--- config.mk ---
export PLATFORM = sky130hd
export DESIGN_NAME = free_list_block_allocator
export DESIGN_NICKNAME = d
export VERILOG_FILES = /design/src/rtl/flba_pkg.sv /design/src/rtl/free_list_block_allocator.sv
export SDC_FILE = /design/constraint.sdc
export NUM_CORES = 2
export LEC_CHECK = 0
export BUFFER_PORTS_ARGS = -buffer_cell sky130_fd_sc_hd__buf_2
export CORE_ASPECT_RATIO = 0.8
export CORE_MARGIN = 3
export CORE_UTILIZATION = 34
export CTS_CLUSTER_DIAMETER = 50
export DETAILED_ROUTE_END_ITERATION = 7
export PLACE_DENSITY_LB_ADDON = 0.08
export SLEW_MARGIN = 20
export SYNTH_ARGS = -nofsm -noshare
export SYNTH_HDL_FRONTEND = slang
export SYNTH_SLANG_ARGS = --single-unit
--- constraint.sdc ---
create_clock -name clk -period 10 [get_ports clk]
set_input_delay 0 -clock clk [delete_from_list [all_inputs] [get_ports clk]]
set_output_delay 0 -clock clk [all_outputs]
set_load 0.005 [all_outputs]
--- src/rtl/flba_pkg.sv ---
`timescale 1ns / 1ps
package flba_pkg;
  localparam int MaxBlocks = 64;
  localparam int IdxW = $clog2(MaxBlocks);
  localparam int CntW = $clog2(MaxBlocks + 1);
  localparam logic [16:0] HeaderBytes = 17'd4;

  typedef enum logic [1:0] {
    CMD_INIT = 2'd0, CMD_ALLOC = 2'd1, CMD_FREE = 2'd2, CMD_NONE = 2'd3
  } cmd_t;

  typedef enum logic [1:0] {
    ST_OK = 2'd0, ST_NOFIT = 2'd1, ST_FULL = 2'd2, ST_BADFREE = 2'd3
  } status_t;

  typedef enum logic [1:0] {
    FIT_FIRST = 2'd0, FIT_NEXT = 2'd1, FIT_BEST = 2'd2, FIT_WORST = 2'd3
  } fit_t;

  localparam logic CFG_FIT = 1'b0;
  localparam logic CFG_ARENA = 1'b1;

  // one table entry: start, size (17 bits so sums never wrap), free flag
  typedef struct packed {
    logic [16:0] start;
    logic [16:0] size;
    logic        free;
  } entry_t;
endpackage

--- src/rtl/free_list_block_allocator.sv ---
`timescale 1ns / 1ps
// Variable-size arena allocator. One command item (init, allocate, free) is
// taken at a time; in_tready stays low while it is worked. The block table
// lives in a memory of MaxBlocks entries with one read and one write port,
// worked by a small sequencer: init rewrites entry 0 at the edge that takes
// it; allocate scans the table and then shifts the tail up one entry for a
// split; free scans for the offset and shifts the tail down for each merge.
// No clearing pass follows reset: the table is written at entry 0 in the
// boot state after reset, before the first item is taken. The result waits
// in an output register.
module free_list_block_allocator (
  input  logic        clk,
  input  logic        rst_n,
  input  logic        in_tvalid,
  output logic        in_tready,
  input  logic [39:0] in_tdata,  // cmd[1:0], request_size[17:2], region_offset[33:18]
  output logic        out_tvalid,
  input  logic        out_tready,
  output logic [39:0] out_tdata, // status[1:0], granted_offset[17:2], block_size[33:18]
  input  logic        cfg_we,
  input  logic        cfg_index,
  input  logic [15:0] cfg_data
);
  import flba_pkg::*;

  typedef enum logic [9:0] {
    S_BOOT  = 10'b0000000001,
    S_IDLE  = 10'b0000000010,
    S_SRD   = 10'b0000000100,
    S_SCMP  = 10'b0000001000,
    S_PRD   = 10'b0000010000,
    S_PDEC  = 10'b0000100000,
    S_MVRD  = 10'b0001000000,
    S_MVWR  = 10'b0010000000,
    S_FIN   = 10'b0100000000,
    S_OUT   = 10'b1000000000
  } state_t;

  state_t state_r, state_nxt;

  entry_t mem [MaxBlocks];
  entry_t rd_q;
  logic [IdxW-1:0] raddr, waddr;
  logic we;
  entry_t wdata;

  always_ff @(posedge clk) begin
    if (we) mem[waddr] <= wdata;
    rd_q <= mem[raddr];
  end

  logic [1:0]  fit_r;
  logic [15:0] arena_r;
  logic [1:0]  cmd_r;
  logic [16:0] req_r;
  logic [15:0] off_r;
  logic [CntW-1:0] count_r, count_nxt;
  logic [IdxW-1:0] rove_r, rove_nxt;
  logic [CntW-1:0] k_r, k_nxt;        // scan step
  logic [IdxW-1:0] i_r, i_nxt;        // current entry
  logic found_r, found_nxt;
  logic [IdxW-1:0] pick_r, pick_nxt;
  entry_t pe_r, pe_nxt;               // picked entry
  entry_t ne_r, ne_nxt;               // neighbor/aux entry
  // phase: alloc 0 split-shift; free 0-1 probe next, 2-3 probe prev, 4-5 shift
  logic [2:0] ph_r, ph_nxt;
  logic [IdxW-1:0] mv_r, mv_nxt;      // move index
  logic [IdxW-1:0] mvend_r, mvend_nxt;
  logic mvup_r, mvup_nxt;
  logic [1:0]  ost_r, ost_nxt;
  logic [15:0] ooff_r, ooff_nxt, osz_r, osz_nxt;

  assign in_tready  = (state_r == S_IDLE);
  assign out_tvalid = (state_r == S_OUT);
  assign out_tdata  = {6'd0, osz_r, ooff_r, ost_r};

  always_ff @(posedge clk) begin
    if (!rst_n) begin
      fit_r <= FIT_FIRST;
      arena_r <= 16'd4096;
    end else if (cfg_we) begin
      if (cfg_index == CFG_FIT) fit_r <= cfg_data[1:0];
      else arena_r <= cfg_data;
    end
  end

  logic [16:0] init_size;
  assign init_size = (arena_r >= 16'd4) ? {1'b0, arena_r} - HeaderBytes : 17'd0;

  // next-fit index: (rove + k) mod count, k < count
  logic [CntW:0] rsum;
  logic [IdxW-1:0] scan_idx;
  always_comb begin
    rsum = {1'b0, {(CntW-IdxW){1'b0}}, rove_r} + {1'b0, k_r};
    if (rsum >= {1'b0, count_r}) rsum = rsum - {1'b0, count_r};
    scan_idx = (fit_r == FIT_NEXT) ? rsum[IdxW-1:0] : k_r[IdxW-1:0];
  end

  logic [CntW-1:0] pick1;
  assign pick1 = {{(CntW-IdxW){1'b0}}, pick_r} + 1'b1;

  always_comb begin
    state_nxt = state_r; count_nxt = count_r; rove_nxt = rove_r;
    k_nxt = k_r; i_nxt = i_r; found_nxt = found_r; pick_nxt = pick_r;
    pe_nxt = pe_r; ne_nxt = ne_r; ph_nxt = ph_r; mv_nxt = mv_r;
    mvend_nxt = mvend_r; mvup_nxt = mvup_r;
    ost_nxt = ost_r; ooff_nxt = ooff_r; osz_nxt = osz_r;
    raddr = i_r; waddr = '0; we = 1'b0; wdata = '0;
    case (state_r)
      S_BOOT: begin
        we = 1'b1; wdata = '{start: HeaderBytes, size: init_size, free: 1'b1};
        count_nxt = CntW'(1); rove_nxt = '0; state_nxt = S_IDLE;
      end
      S_IDLE: begin
        if (in_tvalid) begin
          ost_nxt = ST_OK; ooff_nxt = '0; osz_nxt = '0;
          k_nxt = '0; found_nxt = 1'b0; ph_nxt = '0;
          case (in_tdata[1:0])
            CMD_INIT: begin
              we = 1'b1; wdata = '{start: HeaderBytes, size: init_size, free: 1'b1};
              count_nxt = CntW'(1); rove_nxt = '0; state_nxt = S_OUT;
            end
            CMD_ALLOC, CMD_FREE: begin
              if ({{(CntW-IdxW){1'b0}}, rove_r} >= count_r) rove_nxt = '0;
              state_nxt = S_SRD;
            end
            default: state_nxt = S_OUT;
          endcase
          if (in_tdata[1:0] == CMD_INIT) osz_nxt = init_size[15:0];
        end
      end
      S_SRD: begin
        if (k_r >= count_r) begin
          if (cmd_r == CMD_ALLOC && found_r) state_nxt = S_PDEC;
          else begin
            ost_nxt = (cmd_r == CMD_ALLOC) ? ST_NOFIT : ST_BADFREE;
            state_nxt = S_OUT;
          end
        end else begin
          i_nxt = (cmd_r == CMD_ALLOC) ? scan_idx : k_r[IdxW-1:0];
          raddr = i_nxt;
          state_nxt = S_SCMP;
        end
      end
      S_SCMP: begin
        k_nxt = k_r + 1'b1;
        state_nxt = S_SRD;
        if (cmd_r == CMD_ALLOC) begin
          if (rd_q.free && rd_q.size >= req_r) begin
            if (!found_r ||
                (fit_r == FIT_BEST && rd_q.size < pe_r.size) ||
                (fit_r == FIT_WORST && rd_q.size > pe_r.size)) begin
              found_nxt = 1'b1; pick_nxt = i_r; pe_nxt = rd_q;
            end
            if (!found_r && (fit_r == FIT_FIRST || fit_r == FIT_NEXT))
              state_nxt = S_PDEC;
          end
        end else if (rd_q.start == {1'b0, off_r} && !rd_q.free) begin
          pick_nxt = i_r; pe_nxt = rd_q; pe_nxt.free = 1'b1;
          state_nxt = S_PRD;
        end
      end
      S_PDEC: begin
        // alloc decision after pick
        if (pe_r.size > req_r + HeaderBytes) begin
          if (count_r >= CntW'(MaxBlocks)) begin
            ost_nxt = ST_FULL; state_nxt = S_OUT;
          end else begin
            ne_nxt = '{start: pe_r.start + req_r + HeaderBytes,
                       size: pe_r.size - req_r - HeaderBytes, free: 1'b1};
            pe_nxt.size = req_r;
            // shift entries pick+1 .. count-1 up by one, from the top
            mv_nxt = count_r[IdxW-1:0]; mvend_nxt = pick1[IdxW-1:0]; mvup_nxt = 1'b1;
            state_nxt = S_MVRD;
          end
        end else state_nxt = S_FIN;
      end
      S_PRD: begin
        // free: ph 0 read next, 1 check next, 2 read prev, 3 check prev
        case (ph_r)
          3'd0: begin
            if (pick1 < count_r) begin
              raddr = pick1[IdxW-1:0]; ph_nxt = 3'd1;
            end else ph_nxt = 3'd2;
          end
          3'd1: begin
            ph_nxt = 3'd2;
            if (rd_q.free) begin
              pe_nxt.size = pe_r.size + rd_q.size + HeaderBytes;
              mv_nxt = pick1[IdxW-1:0]; mvup_nxt = 1'b0;
              mvend_nxt = IdxW'(count_r - 1'b1);
              ph_nxt = 3'd4;
              state_nxt = S_MVRD;
            end
          end
          3'd2: begin
            if (pick_r != '0) begin
              raddr = pick_r - 1'b1; ph_nxt = 3'd3;
            end else state_nxt = S_FIN;
          end
          3'd3: begin
            state_nxt = S_FIN;
            if (rd_q.free) begin
              ne_nxt = rd_q;
              ne_nxt.size = rd_q.size + pe_r.size + HeaderBytes;
              pe_nxt = ne_nxt;
              mv_nxt = pick_r; mvup_nxt = 1'b0;
              mvend_nxt = IdxW'(count_r - 1'b1);
              pick_nxt = pick_r - 1'b1;
              ph_nxt = 3'd5;
              state_nxt = S_MVRD;
            end
          end
          default: state_nxt = S_FIN;
        endcase
      end
      S_MVRD: begin
        // up: copy mv-1 -> mv while mv > end; down: copy mv+1 -> mv while mv < end
        if (mvup_r ? (mv_r > mvend_r) : (mv_r < mvend_r)) begin
          raddr = mvup_r ? mv_r - 1'b1 : mv_r + 1'b1;
          state_nxt = S_MVWR;
        end else if (mvup_r) begin
          we = 1'b1; waddr = mvend_r; wdata = ne_r;
          count_nxt = count_r + 1'b1;
          state_nxt = S_FIN;
        end else begin
          count_nxt = count_r - 1'b1;
          // removed entry index is (ph 4) pick+1 or (ph 5) old pick
          if (rove_r > ((ph_r == 3'd4) ? pick1[IdxW-1:0] : pick_r + 1'b1))
            rove_nxt = rove_r - 1'b1;
          state_nxt = (ph_r == 3'd4) ? S_PRD : S_FIN;
          ph_nxt = (ph_r == 3'd4) ? 3'd2 : ph_r;
        end
      end
      S_MVWR: begin
        we = 1'b1; waddr = mv_r; wdata = rd_q;
        mv_nxt = mvup_r ? mv_r - 1'b1 : mv_r + 1'b1;
        state_nxt = S_MVRD;
      end
      S_FIN: begin
        we = 1'b1; waddr = pick_r; wdata = pe_r;
        if (cmd_r == CMD_ALLOC) begin
          wdata.free = 1'b0;
          rove_nxt = pick1[IdxW-1:0];
          if (pick1 >= count_r) rove_nxt = '0;
          ooff_nxt = pe_r.start[15:0];
        end else if ({{(CntW-IdxW){1'b0}}, rove_r} >= count_r) rove_nxt = '0;
        osz_nxt = pe_r.size[15:0];
        state_nxt = S_OUT;
      end
      S_OUT: if (out_tready) state_nxt = S_IDLE;
      default: state_nxt = S_IDLE;
    endcase
  end

  always_ff @(posedge clk) begin
    if (!rst_n) begin
      state_r <= S_BOOT;
      count_r <= CntW'(1);
      rove_r <= '0;
    end else begin
      state_r <= state_nxt;
      count_r <= count_nxt;
      rove_r <= rove_nxt;
    end
    if (state_r == S_IDLE && in_tvalid) begin
      cmd_r <= in_tdata[1:0];
      req_r <= {1'b0, in_tdata[17:2]};
      off_r <= in_tdata[33:18];
    end
    k_r <= k_nxt; i_r <= i_nxt; found_r <= found_nxt; pick_r <= pick_nxt;
    pe_r <= pe_nxt; ne_r <= ne_nxt; ph_r <= ph_nxt; mv_r <= mv_nxt;
    mvend_r <= mvend_nxt; mvup_r <= mvup_nxt;
    ost_r <= ost_nxt; ooff_r <= ooff_nxt; osz_r <= osz_nxt;
  end

  a_count_range: assert property (@(posedge clk) disable iff (!rst_n)
    count_r >= CntW'(1) && count_r <= CntW'(MaxBlocks))
    else $error("block count out of range");
  a_rove_range: assert property (@(posedge clk) disable iff (!rst_n)
    state_r == S_IDLE |-> {{(CntW-IdxW){1'b0}}, rove_r} < count_r)
    else $error("roving index past table");
  a_out_hold: assert property (@(posedge clk) disable iff (!rst_n)
    out_tvalid && !out_tready |=> out_tvalid && $stable(out_tdata))
    else $error("result changed while stalled");
  a_fail_zero: assert property (@(posedge clk) disable iff (!rst_n)
    out_tvalid && ost_r != ST_OK |-> ooff_r == '0 && osz_r == '0)
    else $error("failed result carries data");
endmodule

==> metrics.yaml <==
synth_seq_cells: 2489
die-area_sq_um: 310000
min_path_type: "in -> reg"
p_leak_nw: 40.3
drv_cap: 0
hold_viol: 0
place_ws_ns: 3.07
synth_simple_gate_area_frac: 0.119
synthToLayoutAreaGrowth_pct: 15.8
yosysWarnings: 0
antenna_found_initial: 5
cts_setup_buffers: 0
reg2regPathDepth: 21
setup_ws_ns: 3.04
synth-xor-area-share: 0.0101
cts_tree: "built"
htreeDepth: 5
cts_resized: 0
synthCells: 7699
muxShareOfSynthArea: 0.0234
grt.total_usage: 0.208
clkSinkCount: 2489
critPathRequiredTime_ns: 10.76
yosysTopAreaCell: "edfxtp_1"
grt_start_max_net_pins: 133
cts-root-buf: "clkbuf_16"
dpl-instance-area_sq_um: 109000
synth_cell_types: 86
cts_buffers: 283
rsz0062_at_grt: "no"
cp-start-kind: "register"
ys_seq_area_frac: 0.717
portBuffers: 91
grt_pass1_wl_um: 471000
post-route-min-period_ns: 6.96
crit_fanout: 80
p_per_area_nw_per_um2: 183
postCtsHoldBufs: 142
core_area_sq_um: 301000
fin_area_sq_um: 120000
finalSetupTns_ns: 0
ant_nets: 0
syn_avg_cell_area_sq_um: 13.4
r2r-end: "rd_q[1]"
drc_errors: 0
cts.reportedPaths.clkPinSlew_ns: 0.06
drt_iter0_drc: 6438
dpl.hpwl_um: 192000
finalCritPeriodShare: 0.696
io_pins: 104
synthTopCellsByArea: "edfxtp_1 70%, nand2_1 7.3%, ha_1 2.4%, mux2i_1 2.3%, nand3_1 1.9%"
synth_top_area_share: 0.702
start_util: 0.343
num_vias: 65200
clk_latency_ns: 0.86
worst_pin_slew_ns: 1.24
std_cell_rows: 180
finalSetupViolCount: 0
ir_worst_vdd_mv: 0.124
worst_ep_arrival_time_ns: 7.72
synth_edf_count: 2413
synthesis.area_sq_um: 103000
hold_path_depth: 4
nNetsFinal: 8256
ys_async_sr_fraction: 0
die_h_um: 499
place.gp.congestion: 0.843
hold_start: "out_tready"
timing.clock.skew_ns: 0.0607
timing.rr.start: "k_r[0]"
wl_per_cell_um: 27.1
drtPass1Iterations: 6
hold_end: "state_r[9]"
grt_pass1_vias: 62400
reg2reg_slack_ns: 3.04
final_util: 0.397
max_clock_freq_mhz: 144
synth_compound_area_frac: 0.0821
grt_overflow_total: 0
status: "finished, final reports clean"
criticalPathCategory: "reg -> reg"
layout_common_cells: "2,413 x edfxtp_1, 1,987 x nand2_1, 391 x nand3_1, 293 x clkbuf_16, 241 x mux2i_1"
die_x_um: 622
synth_top_family_by_area: "simple AND/OR/NAND/NOR gates"
yosys.area_share.adder: 0.0257
routed_via_density: 5.34
drv_slew: 0
drive_gt1_frac: 0.0979
postRouteWirelength_um: 331000
end_kind: "register"
clk_path_buf_depth: 4
relSlewSlack: 0.163
synth_ff_type: "edfxtp_1"
final_common_cell: "edfxtp_1"
## where the power goes
group          leakage (nW)  switching (mW)  total (mW)  internal [mW]
combinational          15.8           0.340       0.492          0.152
sequential             20.4          0.0342        11.5           11.4
clock                  4.20            4.18        9.90           5.71
total                  40.3            4.56        21.9           17.3
## cell type report
cell class	count	area, sq um
Inverter	153	577
Tap cell	4004	5010
Multi-Input combinational cell	4626	27600
Antenna cell	2	5.00
Clock buffer	375	7740
Timing Repair Buffer	433	3690
Sequential cell	2489	74000
Fill cell	28300	182000
Clock inverter	114	922
## per-layer routing
metal / up-vias / GRT usage / wire [um]
li1: 29600 / - / -
met1: 33400 / 0.322 / 162000
met4: 0 / 0.0544 / 8650
met3: 410 / 0.0263 / 17900
met5: - / 0 / 0
met2: 1823 / 0.305 / 142000
## cell usage after synthesis (32+ instances only)
master and n:
nand3_1 395, nor3_1 42, and3_1 32, a311oi_1 72, buf_2 88, nand4_1 104, clkbuf_1 296, nand2_1 2001
dfxtp_1 76, a32o_1 140, a2bb2oi_1 45, a32oi_1 164, mux2i_1 241, xnor2_1 82, edfxtp_1 2413, a31oi_1 239
nor2_1 200, a21oi_1 133, inv_1 152, xor2_1 37, ha_1 201, o21ai_0 115, buf_1 43
## critical path, cell delays in order, from the launching register on
cell	delay, ns
edfxtp_1	0.52
ha_1	0.29
fa_1	0.42
a21o_1	0.19
a21oi_1	0.22
o21bai_1	0.09
a21oi_1	0.18
xnor2_1	0.14
ha_1	0.27
and2_1	0.18
o221ai_1	0.12
nand3_1	0.34
nor3b_1	0.26
a2111oi_2	0.77
o311a_4	0.75
buf_12	0.30
buf_12	0.39
nand2_1	0.10
a32o_1	0.28
a311oi_1	0.62
a32oi_1	0.23
nand4_1	0.15
## cell families after synthesis
family / Yosys count
compound gates: 1134
xor+xnor: 119
fa+ha+maj: 208
buf+inv: 589
flops: 2489
mux: 241
other cells: 1
simple gates: 2918
## metrics by stage
| stage | hold WS [ns] | cells | total power, mW |
|---|---|---|---|
| floorplan | 0.0718 | 7704 | 11.9 |
| global placement | 0.177 | 11600 | 12.1 |
| detailed placement | 0.178 | 11600 | 12.1 |
| CTS | 0.0314 | 12200 | 22.1 |
| global route | 0.0803 | 12200 | 22.6 |
| finish | 0.0870 | 12200 | 21.9 |
## registers in the layout, summed over array words and instances, names as in the netlist, 2 cells and up
| name | flops |
|---|---|
| mem | 2240 |
| pe_r | 35 |
| rd_q | 35 |
| ne_r | 34 |
| arena_r | 16 |
| off_r | 16 |
| ooff_r | 16 |
| osz_r | 16 |
| req_r | 16 |
| state_r | 10 |
| count_r | 7 |
| k_r | 7 |
| i_r | 6 |
| mv_r | 6 |
| mvend_r | 6 |
| pick_r | 6 |
| rove_r | 6 |
| ph_r | 3 |
| cmd_r | 2 |
| fit_r | 2 |
| ost_r | 2 |
## how the worst max path moves through the flow
stage	slack (ns)	start	to
CTS	3.03	k_r[0]	rd_q[1]
global placement	2.88	k_r[0]	rd_q[0]
global route	2.65	k_r[0]	rd_q[12]
floorplan	4.22	req_r[7]	ne_r[10]
finish	3.04	k_r[0]	rd_q[1]
detailed placement	3.07	k_r[0]	rd_q[1]
(Power assumes the default switching activity.)
